==> config.mk <==
export PLATFORM = sky130hd
export DESIGN_NAME = http_response_deframer
export DESIGN_NICKNAME = d
export VERILOG_FILES = /design/src/rtl/core/hrd_pkg.sv /design/src/rtl/core/http_response_deframer.sv
export SDC_FILE = /design/constraint.sdc
export NUM_CORES = 1
export LEC_CHECK = 0
export ABC_AREA = 1
export ABC_CLOCK_PERIOD_IN_PS = 12100
export BUFFER_PORTS_ARGS = -buffer_cell sky130_fd_sc_hd__clkbuf_2
export CAP_MARGIN = 20
export CORE_UTILIZATION = 45
export CTS_CLUSTER_DIAMETER = 120
export DETAILED_ROUTE_END_ITERATION = 10
export SLEW_MARGIN = 10
export SYNTH_ARGS = -nofsm -noshare
export SYNTH_HDL_FRONTEND = slang
export SYNTH_SLANG_ARGS = --single-unit
==> constraint.sdc <==
create_clock -name clk -period 12.1 [get_ports clk]
set_clock_uncertainty 0.1 [all_clocks]
set_input_delay 1.21 -clock clk [delete_from_list [all_inputs] [get_ports clk]]
set_output_delay 1.21 -clock clk [all_outputs]
set_load 0.05 [all_outputs]
==> src/rtl/core/hrd_pkg.sv <==
`timescale 1ns / 1ps
`default_nettype none

package hrd_pkg;

  // Width of the body length accumulator and the body byte counter.
  localparam int COUNT_WIDTH = 24;

  // Width of the accumulator before the limit compare (value * 10 + digit).
  localparam int ACC_WIDTH = COUNT_WIDTH + 4;

  // Parse phases, also reported on the status output.
  localparam logic [3:0] PH_STATUS     = 4'd0;
  localparam logic [3:0] PH_SEEK_LEN   = 4'd1;
  localparam logic [3:0] PH_SEEK_END   = 4'd2;
  localparam logic [3:0] PH_BODY       = 4'd3;
  localparam logic [3:0] PH_DONE       = 4'd4;
  localparam logic [3:0] PH_BAD_STATUS = 4'd5;
  localparam logic [3:0] PH_NO_LEN     = 4'd6;
  localparam logic [3:0] PH_EARLY_END  = 4'd7;
  localparam logic [3:0] PH_TOO_LARGE  = 4'd8;

  // Marker lengths and the offset of the header-end match in the match index.
  localparam logic [4:0] STATUS_LEN = 5'd15;
  localparam logic [4:0] LENTAG_LEN = 5'd16;
  localparam logic [4:0] END_BASE   = 5'd16;

  localparam logic [7:0] CH_CR    = 8'h0d;
  localparam logic [7:0] CH_LF    = 8'h0a;
  localparam logic [7:0] CH_SPACE = 8'h20;
  localparam logic [7:0] CH_TAB   = 8'h09;
  localparam logic [7:0] CH_ZERO  = 8'h30;
  localparam logic [7:0] CH_NINE  = 8'h39;

  // Characters of the required status line "HTTP/1.1 200 OK".
  function automatic logic [7:0] status_char(input logic [4:0] idx);
    logic [7:0] c;
    case (idx)
      5'd0:    c = "H";
      5'd1:    c = "T";
      5'd2:    c = "T";
      5'd3:    c = "P";
      5'd4:    c = "/";
      5'd5:    c = "1";
      5'd6:    c = ".";
      5'd7:    c = "1";
      5'd8:    c = " ";
      5'd9:    c = "2";
      5'd10:   c = "0";
      5'd11:   c = "0";
      5'd12:   c = " ";
      5'd13:   c = "O";
      5'd14:   c = "K";
      default: c = 8'h00;
    endcase
    return c;
  endfunction

  // Characters of the length field tag "Content-Length: ".
  function automatic logic [7:0] tag_char(input logic [4:0] idx);
    logic [7:0] c;
    case (idx)
      5'd0:    c = "C";
      5'd1:    c = "o";
      5'd2:    c = "n";
      5'd3:    c = "t";
      5'd4:    c = "e";
      5'd5:    c = "n";
      5'd6:    c = "t";
      5'd7:    c = "-";
      5'd8:    c = "L";
      5'd9:    c = "e";
      5'd10:   c = "n";
      5'd11:   c = "g";
      5'd12:   c = "t";
      5'd13:   c = "h";
      5'd14:   c = ":";
      5'd15:   c = " ";
      default: c = 8'h00;
    endcase
    return c;
  endfunction

  // Characters of the blank line CR LF CR LF that ends the header.
  function automatic logic [7:0] end_char(input logic [1:0] k);
    return k[0] ? CH_LF : CH_CR;
  endfunction

endpackage

`default_nettype wire

==> src/rtl/core/http_response_deframer.sv <==
`timescale 1ns / 1ps
`default_nettype none

// Channel  | Direction | Handshake            | Payload
// input    | in        | in_valid / in_ready  | in_data_byte, in_stream_end, in_new_response
// result   | out       | out_valid / out_ready| out_body_byte, out_body_valid,
//          |           |                      | out_parse_status, out_bytes_received
// config   | in        | cfg_wr_en            | cfg_wr_data (max_body_bytes)
//
// Every input beat yields exactly one result beat, registered in the cycle after acceptance.
// Throughput is one beat per cycle while the output is not stalled; the matchers, the multiply-by-ten and the
// limit compare sit between the parser state and the result register.
// A new beat is taken whenever the result register is empty or is being
// drained in the same cycle, so a stalled output holds back only one beat.
// Synchronous active-low reset clears the parser state and sets the body
// limit to its maximum.

module http_response_deframer
  import hrd_pkg::*;
(
  input  wire logic        clk,
  input  wire logic        rst_n,

  input  wire logic        cfg_wr_en,
  input  wire logic [23:0] cfg_wr_data,

  input  wire logic        in_valid,
  output logic             in_ready,
  input  wire logic [7:0]  in_data_byte,
  input  wire logic        in_stream_end,
  input  wire logic        in_new_response,

  output logic             out_valid,
  input  wire logic        out_ready,
  output logic [7:0]       out_body_byte,
  output logic             out_body_valid,
  output logic [3:0]       out_parse_status,
  output logic [23:0]      out_bytes_received
);

  // Configuration and parser state.
  logic [23:0]            max_body_r;
  logic [3:0]             phase_r,   phase_nxt;
  logic [4:0]             match_r,   match_nxt;
  logic                   digits_r,  digits_nxt;
  logic [COUNT_WIDTH-1:0] exp_len_r, exp_len_nxt;
  logic [COUNT_WIDTH-1:0] rx_cnt_r,  rx_cnt_nxt;

  // Result register.
  logic                   out_valid_r;
  logic [7:0]             body_byte_r,  body_byte_nxt;
  logic                   body_valid_r, body_valid_nxt;

  // Working values after an optional clear by new_response.
  logic [3:0]             ph_cur;
  logic [4:0]             match_cur;
  logic                   digits_cur;
  logic [COUNT_WIDTH-1:0] exp_len_cur;
  logic [COUNT_WIDTH-1:0] rx_cnt_cur;

  logic [7:0]             b;
  logic                   accept;
  logic                   is_digit;
  logic                   is_cr;
  logic                   is_crlf;
  logic [ACC_WIDTH-1:0]   acc_val;
  logic [ACC_WIDTH-1:0]   limit_ext;
  logic [COUNT_WIDTH-1:0] rx_inc;
  logic [1:0]             end_k;
  logic [4:0]             tag_idx;

  assign b        = in_data_byte;
  assign accept   = in_valid && in_ready;
  assign in_ready = !out_valid_r || out_ready;

  assign is_cr    = (b == CH_CR);
  assign is_crlf  = is_cr || (b == CH_LF);
  assign is_digit = b inside {[CH_ZERO:CH_NINE]};

  // Clear the parser before this beat when a new response starts.
  assign ph_cur      = in_new_response ? PH_STATUS : phase_r;
  assign match_cur   = in_new_response ? 5'd0 : match_r;
  assign digits_cur  = in_new_response ? 1'b0 : digits_r;
  assign exp_len_cur = in_new_response ? '0 : exp_len_r;
  assign rx_cnt_cur  = in_new_response ? '0 : rx_cnt_r;

  // Decimal accumulation: value * 8 + value * 2 + digit, compared against the limit.
  assign acc_val   = ACC_WIDTH'({exp_len_cur, 3'b000})
                     + ACC_WIDTH'({exp_len_cur, 1'b0})
                     + ACC_WIDTH'(b[3:0]);
  assign limit_ext = ACC_WIDTH'(max_body_r);

  assign rx_inc  = rx_cnt_cur + COUNT_WIDTH'(1);
  assign end_k   = match_cur[1:0];
  assign tag_idx = (match_cur >= END_BASE) ? 5'd0 : match_cur;

  // Next parser state and result for the beat at the input.
  always_comb begin
    phase_nxt      = ph_cur;
    match_nxt      = match_cur;
    digits_nxt     = digits_cur;
    exp_len_nxt    = exp_len_cur;
    rx_cnt_nxt     = rx_cnt_cur;
    body_valid_nxt = 1'b0;
    body_byte_nxt  = 8'h00;

    if (in_stream_end) begin
      if (ph_cur <= PH_BODY) begin
        phase_nxt = PH_EARLY_END;
      end
    end else begin
      case (ph_cur)
        PH_STATUS: begin
          if (match_cur < STATUS_LEN && b == status_char(match_cur)) begin
            if (match_cur == STATUS_LEN - 5'd1) begin
              phase_nxt = PH_SEEK_LEN;
              match_nxt = 5'd0;
            end else begin
              match_nxt = match_cur + 5'd1;
            end
          end else begin
            phase_nxt = PH_BAD_STATUS;
          end
        end

        PH_SEEK_LEN: begin
          if (digits_cur) begin
            // Inside the length value: 0 before digits, 1 in digits, 2 after.
            if (is_crlf) begin
              digits_nxt = 1'b0;
              if (exp_len_cur == '0) begin
                phase_nxt = PH_NO_LEN;
                match_nxt = 5'd0;
              end else begin
                phase_nxt = PH_SEEK_END;
                match_nxt = is_cr ? 5'd1 : 5'd0;
              end
            end else if (is_digit && match_cur < 5'd2) begin
              match_nxt = 5'd1;
              if (acc_val > limit_ext) begin
                exp_len_nxt = COUNT_WIDTH'(max_body_r);
                phase_nxt   = PH_TOO_LARGE;
                digits_nxt  = 1'b0;
              end else begin
                exp_len_nxt = acc_val[COUNT_WIDTH-1:0];
              end
            end else if ((b == CH_SPACE || b == CH_TAB) && match_cur == 5'd0) begin
              match_nxt = match_cur;
            end else begin
              match_nxt = 5'd2;
            end
          end else if (match_cur >= END_BASE
                       && b == end_char(end_k)) begin
            // Blank line found before any length field.
            if (end_k == 2'd3) begin
              phase_nxt = PH_NO_LEN;
              match_nxt = 5'd0;
            end else begin
              match_nxt = match_cur + 5'd1;
            end
          end else if (b == tag_char(tag_idx)) begin
            if (tag_idx == LENTAG_LEN - 5'd1) begin
              digits_nxt  = 1'b1;
              match_nxt   = 5'd0;
              exp_len_nxt = '0;
            end else begin
              match_nxt = tag_idx + 5'd1;
            end
          end else if (b == tag_char(5'd0)) begin
            match_nxt = 5'd1;
          end else if (is_cr) begin
            match_nxt = END_BASE + 5'd1;
          end else begin
            match_nxt = 5'd0;
          end
        end

        PH_SEEK_END: begin
          if (b == end_char(end_k)) begin
            if (end_k == 2'd3) begin
              phase_nxt  = PH_BODY;
              match_nxt  = 5'd0;
              rx_cnt_nxt = '0;
            end else begin
              match_nxt = {3'b000, end_k} + 5'd1;
            end
          end else begin
            match_nxt = is_cr ? 5'd1 : 5'd0;
          end
        end

        PH_BODY: begin
          body_valid_nxt = 1'b1;
          body_byte_nxt  = b;
          rx_cnt_nxt     = rx_inc;
          if (rx_inc >= exp_len_cur) begin
            phase_nxt = PH_DONE;
          end
        end

        default: begin
          // Done, error and unused codes are terminal.
          phase_nxt = ph_cur;
        end
      endcase
    end
  end

  // Configuration register.
  always_ff @(posedge clk) begin
    if (!rst_n) begin
      max_body_r <= 24'hffffff;
    end else if (cfg_wr_en) begin
      max_body_r <= cfg_wr_data;
    end
  end

  // Parser state advances on every accepted input beat.
  always_ff @(posedge clk) begin
    if (!rst_n) begin
      phase_r   <= PH_STATUS;
      match_r   <= 5'd0;
      digits_r  <= 1'b0;
      exp_len_r <= '0;
      rx_cnt_r  <= '0;
    end else if (accept) begin
      phase_r   <= phase_nxt;
      match_r   <= match_nxt;
      digits_r  <= digits_nxt;
      exp_len_r <= exp_len_nxt;
      rx_cnt_r  <= rx_cnt_nxt;
    end
  end

  // Result register: filled on accept, emptied when the beat is taken.
  always_ff @(posedge clk) begin
    if (!rst_n) begin
      out_valid_r <= 1'b0;
    end else if (accept) begin
      out_valid_r <= 1'b1;
    end else if (out_ready) begin
      out_valid_r <= 1'b0;
    end
  end

  always_ff @(posedge clk) begin
    if (accept) begin
      body_byte_r  <= body_byte_nxt;
      body_valid_r <= body_valid_nxt;
    end
  end

  assign out_valid          = out_valid_r;
  assign out_body_byte      = body_byte_r;
  assign out_body_valid     = body_valid_r;
  assign out_parse_status   = phase_r;
  assign out_bytes_received = 24'(rx_cnt_r);

endmodule

`default_nettype wire
Word level (Yosys, flattened, before mapping)
Memories as Yosys holds them, arrays and structs flattened.
Cells that the tools add are included.
- input bits: 39
- memory bits (read-only): 224
- output and inout port bits: 39
- flip-flop bits (word level): 92
- word-level logic and storage cells: 128
- memories kept: 2
- memories (name ; depth ; width ; read ports ; clocked after memory_dff ; wr ports ; RTL line ; source):
    (name not given) ; 16 ; 7 ; 1 ; 0 ; 0 ; hrd_pkg.sv:38 ; case (idx)
    (name not given) ; 16 ; 7 ; 1 ; 0 ; 0 ; hrd_pkg.sv:62 ; case (idx)
- multiplexer cells: 73
- add/sub/neg operators: 6
- bitwise operators: 1
- equal/unequal tests: 14
- reductions and logical operators: 15
- magnitude comparators: 8
- operator list (operator ; number):
    two-way mux 24 bit ; 14
    two-way mux 5 bit ; 16
    two-way mux 8 bit ; 8
    two-way mux 4 bit ; 14
    case mux 24 bit (2 select lines) ; 1
    adder 27 x 25 -> 28 bit ; 1
    adder 28 x 4 -> 28 bit ; 1
    > comparator 28 x 24 -> 1 bit ; 1
    adder 24 x 1 -> 24 bit (second input constant) ; 1
    equality test 8 x 4 -> 1 bit (second input constant) ; 3
    greater-or-equal comparator 24 bit ; 1
    logical NOT 24 bit ; 1
    equality test 8 bit ; 2
    case mux 4 bit (4 select lines) ; 1
    two-way mux 1 bit ; 15
    case mux 5 bit (3 select lines) ; 1
    adder 5 x 1 -> 5 bit (second input constant) ; 2
    equality test 5 x 4 -> 1 bit (second input constant) ; 2
    two-way mux 3 bit ; 3
    equality test 4 x 2 -> 1 bit (second input constant) ; 2
    equality test 8 x 4 -> 1 bit ; 1
    equality test 8 x 6 -> 1 bit (second input constant) ; 1
    equality test 8 x 7 -> 1 bit (second input constant) ; 1
    greater-or-equal comparator 8 x 6 -> 1 bit (second input constant) ; 1
    16 further kinds ; 23

Longest topological paths before layout
Gate-level depths: netlist of the first run.
An unclocked memory read counts as a cell.
- word-level depth: 15
- mapped depth: 35
- depth with buffers taken out: 33

Least setup slack after synthesis of the first run
OpenSTA, ideal clock, no wires.
- kind: input -> register
- from: input in_new_response
- to: register exp_len_r[10]
- setup slack: 6844 ps
- buffers on the path: 3
- data required time: 11868 ps
- setup time: 132 ps
- stages: 34
- arrival: 5024 ps
- path through: inv_4 -> buf_6 -> buf_2 -> nand2_1 -> inv_1 -> ha_1 -> ha_1 -> inv_1 -> fa_1 -> inv_1 -> nand2_1 -> nand2_1 -> nand3_1 -> nand2_1 -> nand3_1 -> nand3_1 -> nand2_1 -> nand2_1 -> xor2_1 -> ha_1 -> nand4_1 -> nor2_1 -> a21o_1 -> nor2_1 -> nand2_1 -> nand2_1 -> nand3_1 -> buf_2 -> nand2_1 -> nand3_1 -> nand2_1 -> nand2_1 -> nand2_1 -> a21oi_1
- longest elaborated chain between the ends: 15
- elaborated cells between the ends (all ways): 32
- those cells by class: 2 x add/sub; 3 x order compare; 4 x eq/ne; 20 x mux; 2 x reduce/logical; 1 x memory
- ends and longest elaborated chain (element ; RTL line ; source):
    from (decl) ; http_response_deframer.sv:31 ; input wire logic in_new_response,
    parallel branches: the longest is 14 deep, another holds adder 27 x 25 -> 28 bit ; -- ;
    two-way mux 24 bit * ; http_response_deframer.sv:107 ; if (in_stream_end) begin
    to (signal assigned) ; http_response_deframer.sv:230 ; exp_len_r <= exp_len_nxt;
    to (decl) ; http_response_deframer.sv:46 ; logic [COUNT_WIDTH-1:0] exp_len_r, exp_len_nxt;
Every way passes the cells marked *. The select of a mux whose other input is x is not followed.
A chain may end at the register's enable or synchronous reset.

Final worst setup path of the first run
- from: input in_new_response
- to: register exp_len_r[4]
Same word-level chain as after synthesis.

==> flow_metrics.tcl, run 1 <==
set metrics [dict create \
    outcome "finished, final reports clean" \
    area.sequential_um2 1932 \
    synth_seq_cells 92 \
    die_width_um 151.8 \
    tritoncts "built" \
    port-buffer-count 77 \
    drt_first_iter_violations 836 \
    rr_worst_depth 30 \
    syn_avg_cell_area_um2 6.128 \
    cts-htree-levels 3 \
    multi_input_comb_area_um2 6998 \
    period_minus_slack_ns 7.741 \
    cp_common_cell "nand2_1" \
    cts_num_sinks 92 \
    cellLeakagePower_nw 5.614 \
    grt_first_pass_wirelength_mm 51.15 \
    first_global_vias 9958 \
    dpl.hpwl_mm 24.09 \
    worstSetupStartpointType "input port" \
    worst-path-max-fanout 34 \
    syn_area_um2 10100 \
    fp-row-count 54 \
    flow.area_growth_from_synthesis_pct 8.053 \
    placed_insts 1950 \
    fin_crit_sh_pct 63.97 \
    number_of_pins_with_negative_max_slew_slack_in_the_final_report 0 \
    power_mw 0.8449 \
    place.gp.congestion 0.9668 \
    fraction_of_the_yosys_area_taken_by_sequential_cells_pct 19.13 \
    routed_wire_length_per_instance_um 16.10 \
    synth_ff_type "dfxtp_1" \
    timing.rr.end "exp_len_r[4]" \
    drt_drc_violations_left 0 \
    timing_hold_violations_final 0 \
    via_per_inst 5.494 \
    req_time_crit_path_ns 12.20 \
    layout_common_cells "nand2_1, inv_1, a21oi_1, nor2_1, ha_1" \
    min-delay-start "exp_len_r[7]" \
    place_area_um2 10580 \
    grt_start_max_net_pins 91 \
    whs_path_depth 2 \
    critical-path-slowest-cell "nand2_1" \
    rsz0062_at_grt "no" \
    critPathBufInv 7 \
    cts_hold_repair.buffers 0 \
    holdCritPathClass "reg2reg" \
    mostFrequentLayoutCell "nand2_1" \
    ctsResizeCount 0 \
    nets_final 1828 \
    vias 10810 \
    critical_path.top_delay_family "simple AND/OR/NAND/NOR gates" \
    timing.final.setup_violations 0 \
    power_per_cell_area_nw_per_um2 77.43 \
    whs_endpoint "exp_len_r[7]" \
    slowest_delay_ns 0.74 \
    crit_arrival_ns 7.84 \
    max_slew.worst_pin.slew_ns 0.9856 \
    ir_drop_uv 55.72 \
    cts.clk_slew.worst_paths_ns 0.07 \
    grt_antenna_before_repair 1 \
    die_area_um2 23040 \
    path_class "in2reg" \
    drt_pass1_iterations 7 \
    fill_cells 2414 \
    crit_path_end_kind "flip-flop" \
    syn-instance-count 1648 \
    slew_headroom_pct 34.22 \
    finalHoldWorstSlack_ns 0.3667 \
    fraction_of_layout_instances_using_a_drive_strength_above_1_pct 10.02 \
    mappedNetlistNets 1794 \
    grt_util_all_layers_pct 27.12 \
    route.antenna.remaining_nets 0 \
    async_flop_share_pct 0 \
    synth_edf_count 9 \
    numCtsBuffers 9 \
    die_height_um 151.8 \
    initial_core_util_pct 46.13 \
    cts.repair_timing.setup_buffer_count 0 \
    pin_count 78 \
    core_um2 21890 \
    yosys_warnings 0 \
    maxCapViolations 0 \
    fin_cells 1968 \
    postLayoutCellArea_um2 10910 \
    number_of_distinct_library_cells_after_synthesis 57 \
    cts_buffer_depth 2 \
    global_route.overflow_total 0 \
    finalSetupTns_ns 0 \
    achievable-frequency_ghz 0.1292 \
    clockRootBuffer "clkbuf_16" \
    r2r_setup_slack_ns 5.76 \
    drt_total_wl_mm 31.69 \
    worst_skew_pair.late_latency_ns 0.36 \
    timing.rr.start "exp_len_r[0]" \
]
-- logic make-up after synthesis --
kind of cell               count (synthesis)  synth area share [%]
DFF                                       92                 19.13
adders and majority gates                107                 13.33
xor gates and xnor gates                  45                 3.903
AOI/OAI and AO/OA                        344                 18.71
and+or+nand+nor                          766                 33.33
buffers and inverters                    294                 11.60
-- area by class of cell --
type / count / share of cell area (%)
Multi-Input combinational cell: 1262 / 64.13
Sequential cell: 92 / 17.70
Inverter: 234 / 8.072
Timing Repair Buffer: 83 / 4.013
Tap cell: 280 / 3.211
Clock buffer: 11 / 2.225
Clock inverter: 5 / 0.6192
Antenna cell: 1 / 0.02293
-- worst min-delay path, cell delays in order (launching register included) --
cell and delay, ns:
dfxtp_1 0.31, nand2_1 0.06, a21oi_1 0.05
-- per-stage QoR --
stage          worst slack [ns]  util, %
6_report                  4.359    49.85
5_1_grt                   3.785    49.83
4_1_cts                   4.035    49.77
3_5_place_dp              3.681    48.35
3_3_place_gp              3.755    48.35
2_1_floorplan             6.844        -
-- cells in the mapped netlist (all sizes together) (2+ instances only) --
cell type  instances  area share [%]
o21a               5            0.37
o221ai             5            0.43
clkinv             3            0.11
dfxtp             83              16
o21ai            106             5.3
nand3            103             5.4
a21o               2            0.15
a41oi              2            0.17
nor2             136             6.2
clkbuf            35             1.3
o211ai            14             1.0
nand4             28             1.7
xor2              34             2.9
or2                4            0.25
ha               106              13
xnor2             11            0.95
nor3              24             1.5
a221oi             8            0.82
o21bai             3            0.22
nand3b             3            0.22
nor4               3            0.19
a31oi              7            0.43
a21oi            184             9.2
edfxtp             9             2.7
and3               2            0.12
nand2            460              18
buf               25             1.6
a211oi             2            0.15
o22ai              3            0.19
inv              231             8.6
-- report_power, final --
group          internal [mW]  leakage, nW  switching (mW)  total, mW
Sequential             0.323        0.773          0.0115      0.334
Combinational         0.0580         4.69           0.142      0.200
Clock                  0.170        0.153           0.140      0.310
Total                  0.551         5.61           0.294      0.845
-- state kept, by name, indices dropped and copies added, names as in the netlist --
signal              count
exp_len_r              24
max_body_r             24
digits_r                1
out_bytes_received     24
out_body_valid          1
out_body_byte           8
out_parse_status        4
match_r                 5
out_valid               1
-- metal layers --
layer	track usage, %	up-vias	wire (um)
li1	-	5501	-
met1	38.30	4955	15500
met2	42.77	319	13820
met3	4.250	38	1912
met4	6.952	0	456
met5	0	-	0
-- how the worst max path moves through the flow --
stage                          startpoint             endpoint  slack, ns  cells after the start
after floorplan           in_new_response        exp_len_r[10]       6.84                     34
after global placement    in_new_response  out_parse_status[2]       3.75                     33
after detailed placement  in_new_response  out_parse_status[2]       3.68                     33
after CTS                 in_new_response  out_parse_status[2]       4.03                     32
after global routing      in_new_response        exp_len_r[11]       3.79                     32
final                     in_new_response         exp_len_r[4]       4.36                     33
(Power assumes the default switching activity.)
==> run 2, diff against run 1 <==
ABC_CLOCK_PERIOD_IN_PS = 7000   (was 12100)
PLACE_DENSITY = 0.65   (was unset)
clock period = 7 ns   (was 12.1 ns; I/O delays follow)
==> run 2 against run 1 <==
Net effect:
- routed wire length fell by 3.7%
- utilization is 0.12 points higher
- clock power increased by 93%
- flip-flop and latch count is the same
- critical path depth increased by 2
- total power rose by 80%
- final cell count barely moved
- setup slack got worse by 3.6 ns
- critical endpoint is now out_parse_status[2]
==> flow_metrics.tcl, run 2 (synthesis gave the netlist of run 1 again) <==
set metrics [dict create \
    max_slew.worst_pin.slew_ns 0.9803 \
    rsz0062_at_grt "no" \
    dpl.hpwl_mm 23.22 \
    clockRootBuffer "clkbuf_16" \
    cts.clk_slew.worst_paths_ns 0.08 \
    ir_drop_uv 91.04 \
    power_per_cell_area_nw_per_um2 139.1 \
    via_per_inst 5.476 \
    r2r_setup_slack_ns 1.32 \
    req_time_crit_path_ns 7.18 \
    cts-htree-levels 3 \
    routed_wire_length_per_instance_um 15.51 \
    power.net_switching_mw 0.5110 \
    critical-path-slowest-cell "nand3_1" \
    timing.rr.end "out_parse_status[2]" \
    drt_drc_violations_left 0 \
    die_height_um 151.8 \
    finalSetupTns_ns 0 \
    p_seq_share_pct 38.0 \
    holdCritPathClass "reg2reg" \
    slew_headroom_pct 34.58 \
    multi_input_comb_area_um2 6998 \
    crit_path_end_kind "flip-flop" \
    layout_common_cells "nand2_1, inv_1, a21oi_1, nor2_1, ha_1" \
    core_um2 21890 \
    timing_hold_violations_final 0 \
    route.antenna.remaining_nets 0 \
    drt_first_iter_violations 1059 \
    fp-row-count 54 \
    pin_count 78 \
    maxCapViolations 0 \
    tritoncts "built" \
    fraction_of_layout_instances_using_a_drive_strength_above_1_pct 10.08 \
    rr_worst_depth 33 \
    initial_core_util_pct 46.13 \
    cts_buffer_depth 2 \
    fill_cells 2369 \
    number_of_pins_with_negative_max_slew_slack_in_the_final_report 0 \
    grt_start_max_net_pins 92 \
    achievable-frequency_ghz 0.1605 \
    global_route.overflow_total 0 \
    n_antenna_cell 0 \
    die_area_um2 23040 \
    critPathLaunch "in_new_response" \
    path_class "in2reg" \
    nets_final 1828 \
    worstSetupStartpointType "input port" \
    grt_util_all_layers_pct 26.45 \
    place.gp.congestion 0.9463 \
    cp_common_cell "nand2_1" \
    first_global_vias 9709 \
    numCtsBuffers 9 \
    vias 10770 \
    outcome "finished, final reports clean" \
    cts_hold_repair.buffers 0 \
    worst-path-max-fanout 34 \
    fin_util_pct 49.97 \
    timing.final.setup_violations 0 \
    worst_skew_pair.late_latency_ns 0.36 \
    ctsResizeCount 0 \
    grt_first_pass_wirelength_mm 50.27 \
    cts.repair_timing.setup_buffer_count 0 \
    min-delay-start "exp_len_r[15]" \
    crit_arrival_ns 6.41 \
    fin_crit_sh_pct 88.98 \
    whs_path_depth 2 \
    cellLeakagePower_nw 5.625 \
    period_minus_slack_ns 6.229 \
    timing.rr.start "exp_len_r[0]" \
    flow.area_growth_from_synthesis_pct 8.314 \
    drt_total_wl_mm 30.50 \
    power.share.clock_pct 39.3 \
    drt_pass1_iterations 5 \
    cts_num_sinks 92 \
    slowest_delay_ns 0.73 \
    mostFrequentLayoutCell "nand2_1" \
    net_switching_share_of_the_total_power_pct 33.59 \
    power.combinational.fraction_pct 22.7 \
    grt_antenna_before_repair 0 \
    area.sequential_um2 1932 \
    port-buffer-count 77 \
    whs_endpoint "exp_len_r[15]" \
    internal_power_mw 1.011 \
    die_width_um 151.8 \
]
## run 2: worst max-delay path by stage
stage / to / slack [ns] / cells after the start
floorplan: exp_len_r[10] / 2.25 / 34
global placement: out_parse_status[2] / 0.64 / 35
detailed placement: out_parse_status[2] / 0.47 / 32
CTS: out_parse_status[2] / 0.82 / 32
global route: out_parse_status[2] / 0.19 / 34
finish: out_parse_status[2] / 0.77 / 35
## run 2: power groups by stage
stage | Clock, mW | Sequential [mW] | Combinational [mW]
floorplan | 0 | 0.632 | 0.209
global placement | 0 | 0.589 | 0.337
detailed placement | 0 | 0.589 | 0.340
CTS | 0.607 | 0.577 | 0.343
global route | 0.632 | 0.581 | 0.383
finish | 0.599 | 0.578 | 0.345
## run 2: critical path: cells and delay by family
family	cells	cell delay [ns]
and+or+nand+nor	20	2.86
adders and majority gates	3	0.85
AOI/OAI and AO/OA	4	0.65
xor gates and xnor gates	2	0.47
buffers and inverters	6	0.86
## run 2: metal layers
layer | up-vias | part of all wire [%] | global-route usage [%]
met3 | 35 | 7.0 | 2.966
met5 | - | 0 | 0
met2 | 404 | 41 | 38.92
li1 | 5486 | - | -
met1 | 4846 | 50 | 40.10
met4 | 0 | 1.8 | 7.476
## run 2: cell type report
type                       instances  share of cell area, %
clock buffer                       9                  2.059
inverter                         234                  8.053
multi-input combinational       1262                  63.98
sequential                        92                  17.66
clock inverter                     7                  1.110
timing repair buffer              83                  3.935
tap                              280                  3.203
## run 2: through the flow
stage                     setup WS [ns]  std cells  total power, mW  instance area, um2  hold slack, ns
after floorplan                   2.254       1648           0.8410               10100          0.3453
after global placement           0.6414       1951           0.9267               10590          0.3518
after detailed placement         0.4728       1951           0.9298               10590          0.3553
after CTS                        0.8218       1967            1.527               10940          0.3667
after global routing             0.1861       1967            1.595               10940          0.3831
final                            0.7711       1967            1.522               10940          0.3658
==> run 3, diff against run 2 <==
CTS_CLUSTER_DIAMETER = unset   (was 120)
PLACE_DENSITY = 0.62   (was 0.65)
==> run 3 against run 2 <==
Net effect:
- maximum frequency up 10%
- hold slack about the same
- combinational power about the same
- critical path depth down 4
- sequential power about the same
- flip-flop and latch count unchanged
- clock power down 6.3%
- die area unchanged
- via count up 0.83%
- global-route usage up 1.0 points
- first-iteration DRC count down 9.1%
- cell area about the same
- critical path type unchanged
- largest cell class unchanged
==> flow_metrics.tcl, run 3 (synthesis gave the netlist of run 1 again) <==
set metrics [dict create \
    outcome "finished, final reports clean" \
    cts.clk_slew.worst_paths_ns 0.07 \
    route.antenna.remaining_nets 0 \
    place.gp.congestion 0.9504 \
    grt_start_max_net_pins 70 \
    fin_crit_sh_pct 80.72 \
    rsz0062_at_grt "no" \
    power_per_cell_area_nw_per_um2 135.9 \
    whs_endpoint "exp_len_r[0]" \
    worst-path-max-fanout 34 \
    timing.final.setup_violations 0 \
    achievable-frequency_ghz 0.1770 \
    internal_power_mw 0.9711 \
    slowest_delay_ns 0.45 \
    critical-path-slowest-cell "fa_1" \
    numCtsBuffers 9 \
    dpl.hpwl_mm 24.08 \
    wl_met3_mm 2.094 \
    grt_util_all_layers_pct 27.48 \
    worst_skew_pair.late_latency_ns 0.36 \
    die_area_um2 23040 \
    grt_first_pass_wirelength_mm 51.96 \
    timing.rr.end "exp_len_r[8]" \
    drt_total_wl_mm 31.90 \
    clockRootBuffer "clkbuf_16" \
    die_height_um 151.8 \
    p_seq_share_pct 38.9 \
    routed_wire_length_per_instance_um 16.21 \
    cts_num_sinks 92 \
    power.combinational.fraction_pct 23.4 \
    r2r_setup_slack_ns 1.94 \
    rr_worst_depth 29 \
    layout_common_cells "nand2_1, inv_1, a21oi_1, nor2_1, ha_1" \
    top_layer_used_by_detailed_routing "met4" \
    pin_count 78 \
    cts_hold_repair.buffers 0 \
    fraction_of_layout_instances_using_a_drive_strength_above_1_pct 10.13 \
    holdCritPathClass "reg2reg" \
    period_minus_slack_ns 5.650 \
    timing_hold_violations_final 0 \
    cts.repair_timing.setup_buffer_count 0 \
    wirelength_met1_mm 15.76 \
    req_time_crit_path_ns 7.11 \
    port-buffer-count 77 \
    path_class "in2reg" \
    place_area_um2 10590 \
    global_route.overflow_total 0 \
    ctsResizeCount 0 \
    cp_common_cell "nand2_1" \
    fill_cells 2320 \
    grt_antenna_before_repair 0 \
    maxCapViolations 0 \
    die_width_um 151.8 \
    whs_path_depth 2 \
    mostFrequentLayoutCell "nand2_1" \
    crit_arrival_ns 5.76 \
    min-delay-start "exp_len_r[0]" \
    initial_core_util_pct 46.13 \
    crit_path_end_kind "flip-flop" \
    finalSetupTns_ns 0 \
    cts_buffer_depth 2 \
    cts-htree-levels 3 \
    ir_drop_uv 101.3 \
    net_switching_share_of_the_total_power_pct 34.63 \
    tritoncts "built" \
    slew_headroom_pct 31.61 \
    power.net_switching_mw 0.5145 \
    critPathBufInv 6 \
    fp-row-count 54 \
    multi_input_comb_area_um2 6998 \
    met2WireLength_mm 13.75 \
    cellLeakagePower_nw 5.623 \
    worstSetupStartpointType "input port" \
    drt_drc_violations_left 0 \
    via_per_inst 5.518 \
    drt_first_iter_violations 963 \
    n_antenna_cell 0 \
    vias 10860 \
    first_global_vias 9927 \
    timing.rr.start "exp_len_r[0]" \
    core_um2 21890 \
    number_of_pins_with_negative_max_slew_slack_in_the_final_report 0 \
    critical_path.top_delay_family "simple AND/OR/NAND/NOR gates" \
    nets_final 1829 \
    area.sequential_um2 1932 \
    max_slew.worst_pin.slew_ns 1.025 \
    postLayoutCellArea_um2 10930 \
    drt_pass1_iterations 5 \
    power.share.clock_pct 37.8 \
    flow.area_growth_from_synthesis_pct 8.276 \
]
## run 3: cell count changes in the layout (fill, tap and decap cells not counted)
cell and delta:
bufinv_16 -2, buf_8 +1, clkbuf_16 +1, clkbuf_8 +1, inv_4 -1, inv_6 +1
## run 3: metrics by stage
step	utilization, %	hold WS, ns	instances	total power [mW]	setup slack [ns]
after floorplan	-	0.3453	1648	0.8410	2.254
after global placement	48.38	0.3524	1951	0.9290	0.7928
after detailed placement	48.38	0.3556	1951	0.9318	0.5980
after CTS	49.88	0.3673	1967	1.490	0.9646
after global routing	49.95	0.3877	1968	1.556	0.7543
final	49.95	0.3656	1968	1.486	1.350
## run 3: cell type report
| cell class | instances | share of cell area [%] |
|---|---|---|
| multi-input combinational | 1262 | 64.00 |
| clock buffer | 11 | 2.414 |
| sequential | 92 | 17.67 |
| clock inverter | 5 | 0.5836 |
| tap | 280 | 3.204 |
| inverter | 234 | 8.056 |
| timing repair buffer | 84 | 4.074 |
## run 3: worst max path at each step
stage,depth (start not counted),slack [ns],start,end
2_1_floorplan,34,2.25,in_new_response,exp_len_r[10]
3_3_place_gp,31,0.79,in_new_response,out_parse_status[2]
3_5_place_dp,31,0.60,in_new_response,out_parse_status[2]
4_1_cts,31,0.96,in_new_response,out_parse_status[2]
5_1_grt,32,0.75,in_new_response,out_parse_status[2]
6_report,31,1.35,in_new_response,exp_len_r[8]
## run 3: tightest hold or removal path, cell delays in order, from the launching register on
cell	delay (ns)
dfxtp_1	0.31
nand2_1	0.06
a21oi_1	0.05
## run 3: power by group through the flow
stage                     clock network, mW  logic (mW)  registers, mW
after floorplan                           0       0.209          0.632
after global placement                    0       0.340          0.589
after detailed placement                  0       0.342          0.589
after CTS                             0.569       0.344          0.577
after global routing                  0.591       0.385          0.581
final                                 0.561       0.347          0.577
## run 3: routing by layer
metal / up-vias / GRT usage (%)
li1: 5494 / -
met1: 4954 / 41.76
met2: 391 / 41.41
met3: 21 / 2.938
met4: 0 / 5.619
met5: - / 0
